### src/design/cfd_pkg.sv
`timescale 1ns / 1ps
// ----------------------------------------------------------------------------
// Checksummed frame deframer package
// Shared types, byte codes, register indexes and reset values.
// ----------------------------------------------------------------------------
package cfd_pkg;

  localparam logic [7:0] HDR_FIRST  = 8'hFF;
  localparam logic [7:0] HDR_SECOND = 8'hFB;
  localparam logic [7:0] ID_LIMIT   = 8'hF1;

  localparam logic [15:0] TIMEOUT_RESET = 16'd1000;
  localparam logic [7:0]  ACCEPT_RESET  = 8'd26;
  localparam logic [7:0]  MIN_LEN_RESET = 8'd50;
  localparam logic [7:0]  MAX_LEN_RESET = 8'd150;

  localparam int CFG_INDEX_W = 2;
  localparam int CFG_DATA_W  = 16;

  typedef enum logic [CFG_INDEX_W-1:0] {
    REG_TIMEOUT = 2'd0,
    REG_ACCEPT  = 2'd1,
    REG_MIN_LEN = 2'd2,
    REG_MAX_LEN = 2'd3
  } cfg_reg_t;

  typedef enum logic [0:0] {
    KIND_PAYLOAD = 1'b0,
    KIND_VERDICT = 1'b1
  } kind_t;

  typedef enum logic [1:0] {
    STATUS_OK     = 2'd0,
    STATUS_CKSUM  = 2'd1,
    STATUS_BAD_ID = 2'd2
  } status_t;

  typedef struct packed {
    logic [15:0] timeout_limit;
    logic [7:0]  accepted_id;
    logic [7:0]  min_length;
    logic [7:0]  max_length;
  } cfd_cfg_t;

  typedef struct packed {
    logic        kind;
    logic [7:0]  data_byte;
    logic [7:0]  byte_index;
    logic [7:0]  frame_id;
    logic [7:0]  frame_length;
    logic [1:0]  status;
    logic        link_up;
    logic [15:0] checksum_errors;
  } cfd_result_t;

endpackage

### src/design/cfd_if.sv
`timescale 1ns / 1ps
// ----------------------------------------------------------------------------
// Checksummed frame deframer channels
// Valid/ready channels for received bytes and for parser results.
// ----------------------------------------------------------------------------
interface cfd_in_if;
  logic       valid;
  logic       ready;
  logic [7:0] in_byte;

  modport source (output valid, output in_byte, input ready);
  modport sink (input valid, input in_byte, output ready);
endinterface

interface cfd_out_if;
  logic        valid;
  logic        ready;
  logic        kind;
  logic [7:0]  data_byte;
  logic [7:0]  byte_index;
  logic [7:0]  frame_id;
  logic [7:0]  frame_length;
  logic [1:0]  status;
  logic        link_up;
  logic [15:0] checksum_errors;

  modport source (
    output valid, output kind, output data_byte, output byte_index, output frame_id,
    output frame_length, output status, output link_up, output checksum_errors,
    input ready
  );
  modport sink (
    input valid, input kind, input data_byte, input byte_index, input frame_id,
    input frame_length, input status, input link_up, input checksum_errors,
    output ready
  );
endinterface

### src/design/cfd_parser.sv
`timescale 1ns / 1ps
// ----------------------------------------------------------------------------
// Frame parser
// Header hunt, length check, payload pass-through and checksum and id verdict.
// ----------------------------------------------------------------------------
module cfd_parser
  import cfd_pkg::*;
(
  input  logic        clk,
  input  logic        rst,
  input  cfd_cfg_t    cfg,
  input  logic        in_fire,
  input  logic [7:0]  in_byte,
  output logic        res_valid,
  output cfd_result_t res
);

  typedef enum logic [5:0] {
    PH_HUNT    = 6'b000001,
    PH_GOT_FF  = 6'b000010,
    PH_GOT_FB  = 6'b000100,
    PH_GOT_ID  = 6'b001000,
    PH_PAYLOAD = 6'b010000,
    PH_CHECK   = 6'b100000
  } phase_t;

  phase_t      phase, phase_next, phase_eff;
  logic [15:0] idle_cnt, idle_cnt_next, cnt_inc, cnt_eff;
  logic [7:0]  remaining, remaining_next;
  logic [7:0]  pay_cnt, pay_cnt_next;
  logic [7:0]  sum, sum_next;
  logic [7:0]  cur_id, cur_id_next;
  logic [7:0]  cur_len, cur_len_next;
  logic        link_flag, link_flag_next;
  logic [15:0] err_tally, err_tally_next;
  logic        timed_out;

  always_comb begin
    cnt_inc   = (idle_cnt == 16'hFFFF) ? idle_cnt : idle_cnt + 16'd1;
    timed_out = cnt_inc > cfg.timeout_limit;
    phase_eff = timed_out ? PH_HUNT : phase;
    cnt_eff   = timed_out ? 16'd0 : cnt_inc;

    phase_next     = (in_byte == HDR_FIRST) ? PH_GOT_FF : PH_HUNT;
    idle_cnt_next  = cnt_eff;
    remaining_next = remaining;
    pay_cnt_next   = pay_cnt;
    sum_next       = (in_byte == HDR_FIRST) ? in_byte : sum;
    cur_id_next    = cur_id;
    cur_len_next   = cur_len;
    link_flag_next = link_flag;
    err_tally_next = err_tally;
    res_valid      = 1'b0;
    res.kind       = KIND_PAYLOAD;
    res.data_byte  = in_byte;
    res.byte_index = pay_cnt;
    res.status     = STATUS_OK;

    unique case (phase_eff)
      PH_HUNT: begin
        if (in_byte == HDR_FIRST) begin
          idle_cnt_next = 16'd0;
        end
      end
      PH_GOT_FF: begin
        if (in_byte == HDR_SECOND) begin
          phase_next    = PH_GOT_FB;
          sum_next      = sum + in_byte;
          idle_cnt_next = 16'd0;
        end else if (in_byte == HDR_FIRST) begin
          idle_cnt_next = 16'd0;
        end
      end
      PH_GOT_FB: begin
        if (in_byte != 8'd0 && in_byte < ID_LIMIT) begin
          phase_next    = PH_GOT_ID;
          cur_id_next   = in_byte;
          sum_next      = sum + in_byte;
          idle_cnt_next = 16'd0;
        end
      end
      PH_GOT_ID: begin
        idle_cnt_next = 16'd0;
        if (in_byte < cfg.min_length || in_byte > cfg.max_length) begin
          phase_next = PH_HUNT;
          sum_next   = sum;
        end else begin
          phase_next     = PH_PAYLOAD;
          cur_len_next   = in_byte;
          remaining_next = in_byte;
          pay_cnt_next   = 8'd0;
          sum_next       = sum + in_byte;
        end
      end
      PH_PAYLOAD: begin
        if (remaining != 8'd0) begin
          res_valid      = 1'b1;
          remaining_next = remaining - 8'd1;
          sum_next       = sum + in_byte;
          pay_cnt_next   = pay_cnt + 8'd1;
          if (remaining == 8'd1) begin
            phase_next    = PH_CHECK;
            idle_cnt_next = 16'd0;
          end else begin
            phase_next = PH_PAYLOAD;
          end
        end
      end
      PH_CHECK: begin
        res_valid      = 1'b1;
        res.kind       = KIND_VERDICT;
        res.data_byte  = 8'd0;
        res.byte_index = 8'd0;
        phase_next     = PH_HUNT;
        sum_next       = sum;
        idle_cnt_next  = 16'd0;
        if (sum != in_byte) begin
          res.status = STATUS_CKSUM;
          if (err_tally != 16'hFFFF) begin
            err_tally_next = err_tally + 16'd1;
          end
        end else if (cur_id != cfg.accepted_id) begin
          res.status = STATUS_BAD_ID;
        end else begin
          link_flag_next = 1'b1;
        end
      end
      default: begin
      end
    endcase

    res.frame_id        = cur_id;
    res.frame_length    = cur_len;
    res.link_up         = link_flag_next;
    res.checksum_errors = err_tally_next;
    res_valid           = res_valid & in_fire;
  end

  always_ff @(posedge clk) begin
    if (rst) begin
      phase     <= PH_HUNT;
      idle_cnt  <= 16'd0;
      remaining <= 8'd0;
      pay_cnt   <= 8'd0;
      sum       <= 8'd0;
      cur_id    <= 8'd0;
      cur_len   <= 8'd0;
      link_flag <= 1'b0;
      err_tally <= 16'd0;
    end else if (in_fire) begin
      phase     <= phase_next;
      idle_cnt  <= idle_cnt_next;
      remaining <= remaining_next;
      pay_cnt   <= pay_cnt_next;
      sum       <= sum_next;
      cur_id    <= cur_id_next;
      cur_len   <= cur_len_next;
      link_flag <= link_flag_next;
      err_tally <= err_tally_next;
    end
  end

endmodule

### src/design/checksummed_frame_deframer.sv
`timescale 1ns / 1ps
// ----------------------------------------------------------------------------
// Checksummed frame deframer
// Bytes enter on in_ch one item per cycle while in_ch.ready is high. Each item
// is either dropped into the parser state or turned into one result on out_ch:
// a payload byte with its index, or the end-of-frame verdict after the checksum
// byte. The parser takes one item per cycle while in_ch.ready is high, set by
// its single registered state update. An output register and a skid register
// follow the parser, so a stalled receiver costs no input cycle until both
// hold a result; in_ch.ready then drops until out_ch takes one. Reset clears
// the parser to header hunt, clears the link flag and the error count, empties
// the output stages and loads the default register values. The write port
// (cfg_we, cfg_index, cfg_data) updates the timeout, the accepted id and the
// length bounds; the user must write it only while no frame traffic is
// pending, and the block itself does not enforce it.
// ----------------------------------------------------------------------------
module checksummed_frame_deframer
  import cfd_pkg::*;
(
  input  logic                   clk,
  input  logic                   rst,
  input  logic                   cfg_we,
  input  logic [CFG_INDEX_W-1:0] cfg_index,
  input  logic [CFG_DATA_W-1:0]  cfg_data,
  cfd_in_if.sink                 in_ch,
  cfd_out_if.source              out_ch
);

  cfd_cfg_t    cfg;
  logic        in_fire;
  logic        res_valid;
  cfd_result_t res;
  logic        out_valid, skid_valid;
  cfd_result_t out_res, skid_res;

  always_ff @(posedge clk) begin
    if (rst) begin
      cfg.timeout_limit <= TIMEOUT_RESET;
      cfg.accepted_id   <= ACCEPT_RESET;
      cfg.min_length    <= MIN_LEN_RESET;
      cfg.max_length    <= MAX_LEN_RESET;
    end else if (cfg_we) begin
      unique case (cfg_reg_t'(cfg_index))
        REG_TIMEOUT: cfg.timeout_limit <= cfg_data;
        REG_ACCEPT:  cfg.accepted_id   <= cfg_data[7:0];
        REG_MIN_LEN: cfg.min_length    <= cfg_data[7:0];
        REG_MAX_LEN: cfg.max_length    <= cfg_data[7:0];
        default: begin
        end
      endcase
    end
  end

  assign in_ch.ready = !skid_valid;
  assign in_fire     = in_ch.valid && !skid_valid;

  cfd_parser u_parser (
    .clk       (clk),
    .rst       (rst),
    .cfg       (cfg),
    .in_fire   (in_fire),
    .in_byte   (in_ch.in_byte),
    .res_valid (res_valid),
    .res       (res)
  );

  always_ff @(posedge clk) begin
    if (rst) begin
      out_valid  <= 1'b0;
      skid_valid <= 1'b0;
    end else if (!out_valid || out_ch.ready) begin
      if (skid_valid) begin
        out_valid  <= 1'b1;
        skid_valid <= 1'b0;
      end else begin
        out_valid <= res_valid;
      end
    end else if (res_valid) begin
      skid_valid <= 1'b1;
    end
  end

  always_ff @(posedge clk) begin
    if (!out_valid || out_ch.ready) begin
      out_res <= skid_valid ? skid_res : res;
    end else if (res_valid) begin
      skid_res <= res;
    end
  end

  assign out_ch.valid           = out_valid;
  assign out_ch.kind            = out_res.kind;
  assign out_ch.data_byte       = out_res.data_byte;
  assign out_ch.byte_index      = out_res.byte_index;
  assign out_ch.frame_id        = out_res.frame_id;
  assign out_ch.frame_length    = out_res.frame_length;
  assign out_ch.status          = out_res.status;
  assign out_ch.link_up         = out_res.link_up;
  assign out_ch.checksum_errors = out_res.checksum_errors;

endmodule

### src/flat_wrapper.sv
// flat-port wrapper written by rule: the top's interface ports become plain ports
module checksummed_frame_deframer_flat import cfd_pkg::*;
  (clk, rst, cfg_we, cfg_index, cfg_data, in_ch_valid, in_ch_in_byte, in_ch_ready, out_ch_valid, out_ch_kind, out_ch_data_byte, out_ch_byte_index, out_ch_frame_id, out_ch_frame_length, out_ch_status, out_ch_link_up, out_ch_checksum_errors, out_ch_ready);
  cfd_in_if in_ch_i ();
  cfd_out_if out_ch_i ();
  input  logic clk;
  input  logic rst;
  input  logic cfg_we;
  input  logic [CFG_INDEX_W-1:0] cfg_index;
  input  logic [CFG_DATA_W-1:0] cfg_data;
  input wire logic [$bits(in_ch_i.valid)-1:0] in_ch_valid;
  input wire logic [$bits(in_ch_i.in_byte)-1:0] in_ch_in_byte;
  output wire logic [$bits(in_ch_i.ready)-1:0] in_ch_ready;
  output wire logic [$bits(out_ch_i.valid)-1:0] out_ch_valid;
  output wire logic [$bits(out_ch_i.kind)-1:0] out_ch_kind;
  output wire logic [$bits(out_ch_i.data_byte)-1:0] out_ch_data_byte;
  output wire logic [$bits(out_ch_i.byte_index)-1:0] out_ch_byte_index;
  output wire logic [$bits(out_ch_i.frame_id)-1:0] out_ch_frame_id;
  output wire logic [$bits(out_ch_i.frame_length)-1:0] out_ch_frame_length;
  output wire logic [$bits(out_ch_i.status)-1:0] out_ch_status;
  output wire logic [$bits(out_ch_i.link_up)-1:0] out_ch_link_up;
  output wire logic [$bits(out_ch_i.checksum_errors)-1:0] out_ch_checksum_errors;
  input wire logic [$bits(out_ch_i.ready)-1:0] out_ch_ready;
  assign in_ch_i.valid = in_ch_valid;
  assign in_ch_i.in_byte = in_ch_in_byte;
  assign in_ch_ready = in_ch_i.ready;
  assign out_ch_valid = out_ch_i.valid;
  assign out_ch_kind = out_ch_i.kind;
  assign out_ch_data_byte = out_ch_i.data_byte;
  assign out_ch_byte_index = out_ch_i.byte_index;
  assign out_ch_frame_id = out_ch_i.frame_id;
  assign out_ch_frame_length = out_ch_i.frame_length;
  assign out_ch_status = out_ch_i.status;
  assign out_ch_link_up = out_ch_i.link_up;
  assign out_ch_checksum_errors = out_ch_i.checksum_errors;
  assign out_ch_i.ready = out_ch_ready;
  checksummed_frame_deframer u_core (.clk(clk), .rst(rst), .cfg_we(cfg_we), .cfg_index(cfg_index), .cfg_data(cfg_data), .in_ch(in_ch_i), .out_ch(out_ch_i));
endmodule
### config.mk
export PLATFORM = sky130hd
export DESIGN_NAME = checksummed_frame_deframer_flat
export DESIGN_NICKNAME = d
export VERILOG_FILES = /design/src/design/cfd_pkg.sv /design/src/design/cfd_if.sv /design/src/design/cfd_parser.sv /design/src/design/checksummed_frame_deframer.sv /design/src/flat_wrapper.sv
export SDC_FILE = /design/constraint.sdc
export NUM_CORES = 1
export LEC_CHECK = 0
export BUFFER_PORTS_ARGS = -buffer_cell sky130_fd_sc_hd__buf_2
export CORE_MARGIN = 5
export CORE_UTILIZATION = 55
export DETAILED_ROUTE_END_ITERATION = 10
export GPL_ROUTABILITY_DRIVEN = 0
export GPL_TIMING_DRIVEN = 0
export PLACE_DENSITY = 0.8
export SYNTH_ARGS = -nofsm -noshare
export SYNTH_HDL_FRONTEND = slang
export SYNTH_SLANG_ARGS = --single-unit
### constraint.sdc
create_clock -name clk -period 20.2 [get_ports clk]
set_input_delay 2.02 -clock clk [delete_from_list [all_inputs] [get_ports clk]]
set_output_delay 2.02 -clock clk [all_outputs]
set_load 0.005 [all_outputs]
==> metrics, run 1 <==
Initial Util=56.3%; Clock Sinks=225; via count=8762; pre-CTS setup slack=14530 ps; Filler cells=1575; first-pass GRT wire length=42100 µm; CTS max path bufs=3; maxcap violations=0; Synth area leader=edfxtp_1; port bufs=84; Top FF cell, synth=dfxtp_1; clk slew on worst S/H paths=60 ps; hold slack=454 ps; antenna violations before repair=0; num ports=85; WL per Instance=17.8 µm; Leak=5.09 nW; RSZ-0062 raised after global routing=no; final setup margin=14420 ps; H-Tree Depth=1; Pwr Total=0.951 mW; Avg Inst Size Synth=10.1 µm²; Die Y=152 µm; DRT antenna net count=0; crit end category=register; placed cell areas=11900 µm²; largest net degree at the start of global routing=34; Worst Max-Slew Pin Slew=851 ps; CTS root buf=clkbuf_16; # nets final=1281; sequence of cells on the critical path=and3_1 > nor4b_2 > and3_2 > nand4_4 > and2_1 > buf_2 > and3_1 > xor2_1 > ha_1 > nand2_1 > nor3_1 > nand3_1 > nand2_1 > clkbuf_1 > o21ai_0 > nor3_2 > buf_6 > buf_6 > buf_8; final hold vios=0; HP Start=u_core.cfg[38]; worst setup path category=register to register; setup TNS=0 ps; DR pass1 iterations=4; TritonCTS clock tree=built; n_diodes=0; synth unique cells=76; hold buffers post-CTS=0; Worst path depth=19; Gate Count Post-Synth=1092; layout cells sized above 1=16.7%; vias in the first global route=8341; Die Width=152 µm; CP arrival=6000 ps; core area=19600 µm²; worst skew pair latency=530 ps; Synth Net Count=1167; CP Data Required Time=20410 ps; CP bufs+invs=5; vias per std cell=5.89; r2r endpoint=u_core.skid_res[44]; die area=23000 µm²; CP Max Fanout=12; CTS buffer count=23; register bit total from synthesis=225; R2R setup slack=14420 ps; Hold Crit Class=register to register; Worst Hold Depth=2; crit-path max cell delay=630 ps; Worst Skew=31.6 ps; Total Routing Usage GR=22.8%; cell count after placement=1446; Pwr Density=75.4 nW/µm²; status=complete, no violations; Top Family by Delay on Critical Path=simple AND/OR/NAND/NOR gates; worst reg2reg path depth=19; startpoint types=register; EDFF count, synth=104; design area=12600 µm²; final core utilization=64.4%; Post-CTS Setup Bufs=0; Max VDD drop=0.0556 mV; share of the synthesized area in the top cell type=28.3%; Slew headroom=43.1%; non-filler cells, final=1488; max-slew violation count=0; ys async rst share=0%; period utilization=28.6%; DPL Wire Length=18600 µm; Final Setup Violations=0; drt drc=0; post-CTS sizing=0; CP max stage cell=nor3_2; R2R Path Start=u_core.u_parser.idle_cnt[3]; synth-to-layout area growth=14.4%; fmax=173 MHz; standard-cell rows=51; total grt overflow=0; DRT iter0 DRCs=594; Routed WL=26500 µm; synth warn=0; minimum clock period=5780 ps; register area share after synthesis=50.3%; top cells by area, synth=edfxtp_1 (28%), dfxtp_1 (22%), mux2_2 (4.9%), ha_1 (4.9%), nand2_1 (4.3%); Cell Area, Synth=11000 µm²; hold endpoint=u_core.cfg[38]
metal layers:
layer	routed length, µm	share of wire (%)	vias up	track usage, %
met2	12800	48	316	39.2
met5	0	0	-	0
met4	805	3.0	0	7.73
li1	-	-	4192	-
met3	1950	7.4	70	3.60
met1	10900	41	4184	29.5
worst max-delay path by stage:
stage	from	slack [ps]	to
6_report	u_core.u_parser.idle_cnt[3]	14420	u_core.skid_res[44]
5_1_grt	u_core.u_parser.idle_cnt[3]	14030	u_core.skid_res[44]
4_1_cts	u_core.u_parser.idle_cnt[3]	14470	u_core.skid_res[44]
3_5_place_dp	u_core.u_parser.idle_cnt[3]	14530	u_core.skid_res[32]
3_3_place_gp	u_core.u_parser.idle_cnt[3]	10450	u_core.skid_res[32]
2_1_floorplan	out_ch_ready	12670	u_core.skid_res[0]
cell type report:
cell class	count	area (µm²)	area share, %
sequential	225	5550	44.0
multi-input combinational	765	5080	40.2
clock buffer	31	647	5.13
timing repair buffer	89	489	3.88
tap	265	332	2.63
buffer	51	221	1.76
inverter	51	191	1.52
clock inverter	11	113	0.893
power breakdown:
part / internal, mW / switching (mW)
Clock: 0.251 / 0.176
Combinational: 0.0149 / 0.0302
Sequential: 0.477 / 0.00207
Total: 0.743 / 0.208
tightest hold or removal path: stages, from the launching register on:
cell     delay (ps)
dfxtp_1         310
nand2_1          50
a21oi_1          50
synthesized netlist by cell type (16+ instances only):
master,instances
nand2_1,126
ha_1,43
inv_1,49
nand4_1,22
o211ai_1,18
mux2i_1,17
nor2b_1,20
edfxtp_1,104
nand3_1,39
dfxtp_1,121
mux2_2,48
clkbuf_1,38
nor2_1,76
xnor2_1,37
nor3_1,16
a21oi_1,88
o21ai_0,29
sequential cells by signal, indices dropped and copies added, names as in the netlist, 8 cells and up:
register,flops
u_core.out_ch.frame_id,8
u_core.u_parser.cur_len,8
u_core.out_ch.checksum_errors,16
u_core.out_ch.byte_index,8
u_core.cfg,40
u_core.out_ch.frame_length,8
u_core.out_ch.data_byte,8
u_core.u_parser.pay_cnt,8
u_core.u_parser.cur_id,8
u_core.u_parser.err_tally,16
u_core.skid_res,52
u_core.u_parser.idle_cnt,16
u_core.u_parser.sum,8
u_core.u_parser.remaining,8
cells by family (layout without fill, tap and decap cells):
group	count (synthesis)	count (layout)	synth area share [%]
buffers and inverters	102	233	3.74
AO/OA/AOI/OAI	232	232	13.5
XOR/XNOR	50	50	3.97
adder cells (fa/ha/maj)	44	44	5.06
multiplexers	68	68	6.75
AND/OR/NAND/NOR	371	371	16.7
flip-flops	225	225	50.3
placed cells by master (no fill, tap or decap), types with 15 or more instances in the layout:
cell type    n
buf_2       92
clkbuf_16   24
xnor2_1     37
mux2i_1     17
nand3_1     39
nor3_1      15
nand4_1     22
nor2_1      76
nor2b_1     20
dfxtp_1    121
nand2_1    126
clkbuf_1    43
a21oi_1     88
edfxtp_1   104
o211ai_1    18
o21ai_0     29
inv_1       49
a211oi_1    15
ha_1        43
mux2_2      48
Power figures use the tool's default switching activity.
==> run 2: changes to the inputs <==
==> constraint.sdc (replaced) <==
create_clock -name clk -period 5.79 [get_ports clk]
set_input_delay 0.579 -clock clk [delete_from_list [all_inputs] [get_ports clk]]
set_output_delay 0.579 -clock clk [all_outputs]
set_load 0.005 [all_outputs]
==> run 2 against run 1 <==
  * Design area rose by 0.63%
  * First-iteration DRC count up 16%
  * Combinational power increased to 3.5 times the previous value
  * Clock power rose to 3.7 times the previous value
  * Utilization up 0.41 points
  * Critical endpoint is now u_core.skid_res[27]
  * Largest power group unchanged
  * Highest routed layer unchanged
==> metrics, run 2 (same netlist as run 1, synthesis figures left out) <==
Top reg by flops=u_core.skid_res; met1 Use GR=29.7% (+0.27 points); pre-CTS setup slack=424 ps (-14110 ps); port bufs=84 (unchanged); DRT antenna net count=0 (unchanged); worst setup path category=register to register; antenna violations before repair=0 (unchanged); Post-CTS Setup Bufs=0 (unchanged); proportion of power drawn by flip-flops and latches=49.4% (-1.0 points); CP arrival=5670 ps (-330 ps); final hold vios=0 (unchanged); Pwr Density=267 nW/µm² (+250%); R2R Path Start=u_core.u_parser.idle_cnt[3]; CTS root buf=clkbuf_16; global routing usage on met3=4.22% (+0.62 points); design area=12700 µm² (+0.63%); DPL Wire Length=18400 µm (-1.3%); Worst Hold Depth=3 (+1); hold endpoint=u_core.cfg[33]; commonest cells after routing, fill and taps aside=nand2_1 (125), dfxtp_1 (117), edfxtp_1 (104); status=complete, no violations; top flop regs=u_core.skid_res (52), u_core.cfg (40); n_diodes=0 (unchanged); Initial Util=56.3% (unchanged); synth-to-layout area growth=15.1%; Worst Max-Slew Pin Slew=870 ps (+18.8 ps); grt peak-use layer=met2; core area=19600 µm² (unchanged); vias per std cell=5.80 (-1.4%); Die Width=152 µm (unchanged); die area=23000 µm² (unchanged); final core utilization=64.8% (+0.41 points); Clock Sinks=225 (unchanged); GR Util met2=38.2% (-0.96 points); hold buffers post-CTS=0 (unchanged); WL per Instance=17.3 µm (-2.5%); worst skew pair latency=520 ps (about the same); Total Routing Usage GR=22.6% (-0.20 points); Internal=2.66 mW (+260%); DR pass1 iterations=5 (+1); Worst Skew=17.7 ps (-13.9 ps); setup TNS=0 ps (unchanged); HP Start=cfg_data[9]; clk slew on worst S/H paths=60 ps (about the same); Slew headroom=42.0% (-1.0 points); period utilization=94.1% (+65 points); standard-cell rows=51 (unchanged); max reg flops=52 (unchanged); crit end category=register; Die Y=152 µm (unchanged); fmax=184 MHz (+6.2%); Final Setup Violations=0 (unchanged); Filler cells=1585 (+0.63%); first-pass GRT wire length=42100 µm (about the same); largest net degree at the start of global routing=31 (-8.8%); Routed WL=25800 µm (-2.4%); clock share of power=46.0% (+1.1 points); startpoint types=register; R2R setup slack=340 ps (-14070 ps); layout cells sized above 1=17.6% (+0.95 points); maxcap violations=0 (unchanged); worst reg2reg path depth=20 (+1); r2r endpoint=u_core.skid_res[27]; post-CTS sizing=0 (unchanged); RSZ-0062 raised after global routing=no; final setup margin=343 ps (-14070 ps); total grt overflow=0 (unchanged); Max VDD drop=0.206 mV (+270%); drt drc=0 (unchanged); max-slew violation count=0 (unchanged); via count=8649 (-1.3%); CP Max Fanout=13 (+1); CTS buffer count=24 (+4.3%); TritonCTS clock tree=built; minimum clock period=5450 ps (-335 ps); vias in the first global route=8324 (-0.20%); Sw Pwr=0.724 mW (+250%); # nets final=1282 (+0.078%); placed cell areas=11900 µm² (+0.29%); CTS max path bufs=3 (unchanged); Comb power frac=4.6% (about the same); Leak=5.13 nW (+0.75%); switching part of the total=21.4% (-0.51 points); Hold Crit Class=input port to register; DRT iter0 DRCs=687 (+16%); H-Tree Depth=1 (unchanged); CP Data Required Time=6010 ps (-14400 ps); num ports=85 (unchanged); commonest non-fill, non-tap cell in the layout=nand2_1
==> run 2: worst max-delay path, stage by stage (launching register included) <==
cell and delay, ps:
dfxtp_1 400, and3_4 250, nor4b_2 320, and3_4 290
nand4_4 180, and2_4 220, buf_6 120, nand3_1 120
xnor2_1 170, ha_1 310, a21oi_1 200, nor3_1 70
nor3_1 230, nand4_1 390, nand2_1 270, clkbuf_8 200
o21ai_2 70, nor3_2 590, buf_4 330, buf_4 240
buf_6 180
==> run 2: stage by stage <==
| stage | hold WS (ps) | power (mW) | cells |
|---|---|---|---|
| after floorplan | 426 | 1.80 | 1092 |
| after global placement | 438 | 1.85 | 1441 |
| after detailed placement | 448 | 1.86 | 1446 |
| after CTS | 288 | 3.40 | 1490 |
| after global routing | 304 | 3.50 | 1490 |
| final | 302 | 3.38 | 1490 |
==> run 2: how the worst max path moves through the flow <==
stage                                      startpoint             endpoint  slack (ps)  cells after the start
after floorplan           u_core.u_parser.idle_cnt[7]   u_core.skid_res[0]       -1270                     17
after global placement    u_core.u_parser.idle_cnt[6]  u_core.skid_res[30]       -3440                     17
after detailed placement  u_core.u_parser.idle_cnt[6]  u_core.skid_res[27]         420                     20
after CTS                 u_core.u_parser.idle_cnt[6]  u_core.skid_res[27]         360                     20
after global routing      u_core.u_parser.idle_cnt[7]  u_core.skid_res[27]          10                     20
final                     u_core.u_parser.idle_cnt[3]  u_core.skid_res[27]         340                     20
==> run 2: cell type report <==
cell class | instances | area [µm²] | share of cell area (%)
clock inverter | 14 | 141 | 1.11
buffer | 51 | 238 | 1.87
clock buffer | 30 | 664 | 5.23
inverter | 51 | 191 | 1.51
tap | 265 | 332 | 2.61
multi-input combinational | 765 | 5100 | 40.2
sequential | 225 | 5550 | 43.7
timing repair buffer | 89 | 474 | 3.74
==> run 2: layer usage <==
| metal | up-vias | wire [µm] |
|---|---|---|
| met3 | 48 | 2220 |
| met1 | 4067 | 10700 |
| met2 | 337 | 12400 |
| li1 | 4197 | - |
| met5 | - | 0 |
| met4 | 0 | 535 |
==> run 2: power by group through the flow <==
stage / Combinational, mW / Clock (mW) / Sequential, mW
floorplan: 0.0902 / 0 / 1.71
global placement: 0.148 / 0 / 1.71
detailed placement: 0.152 / 0 / 1.71
CTS: 0.154 / 1.58 / 1.67
global route: 0.171 / 1.66 / 1.67
finish: 0.156 / 1.56 / 1.67
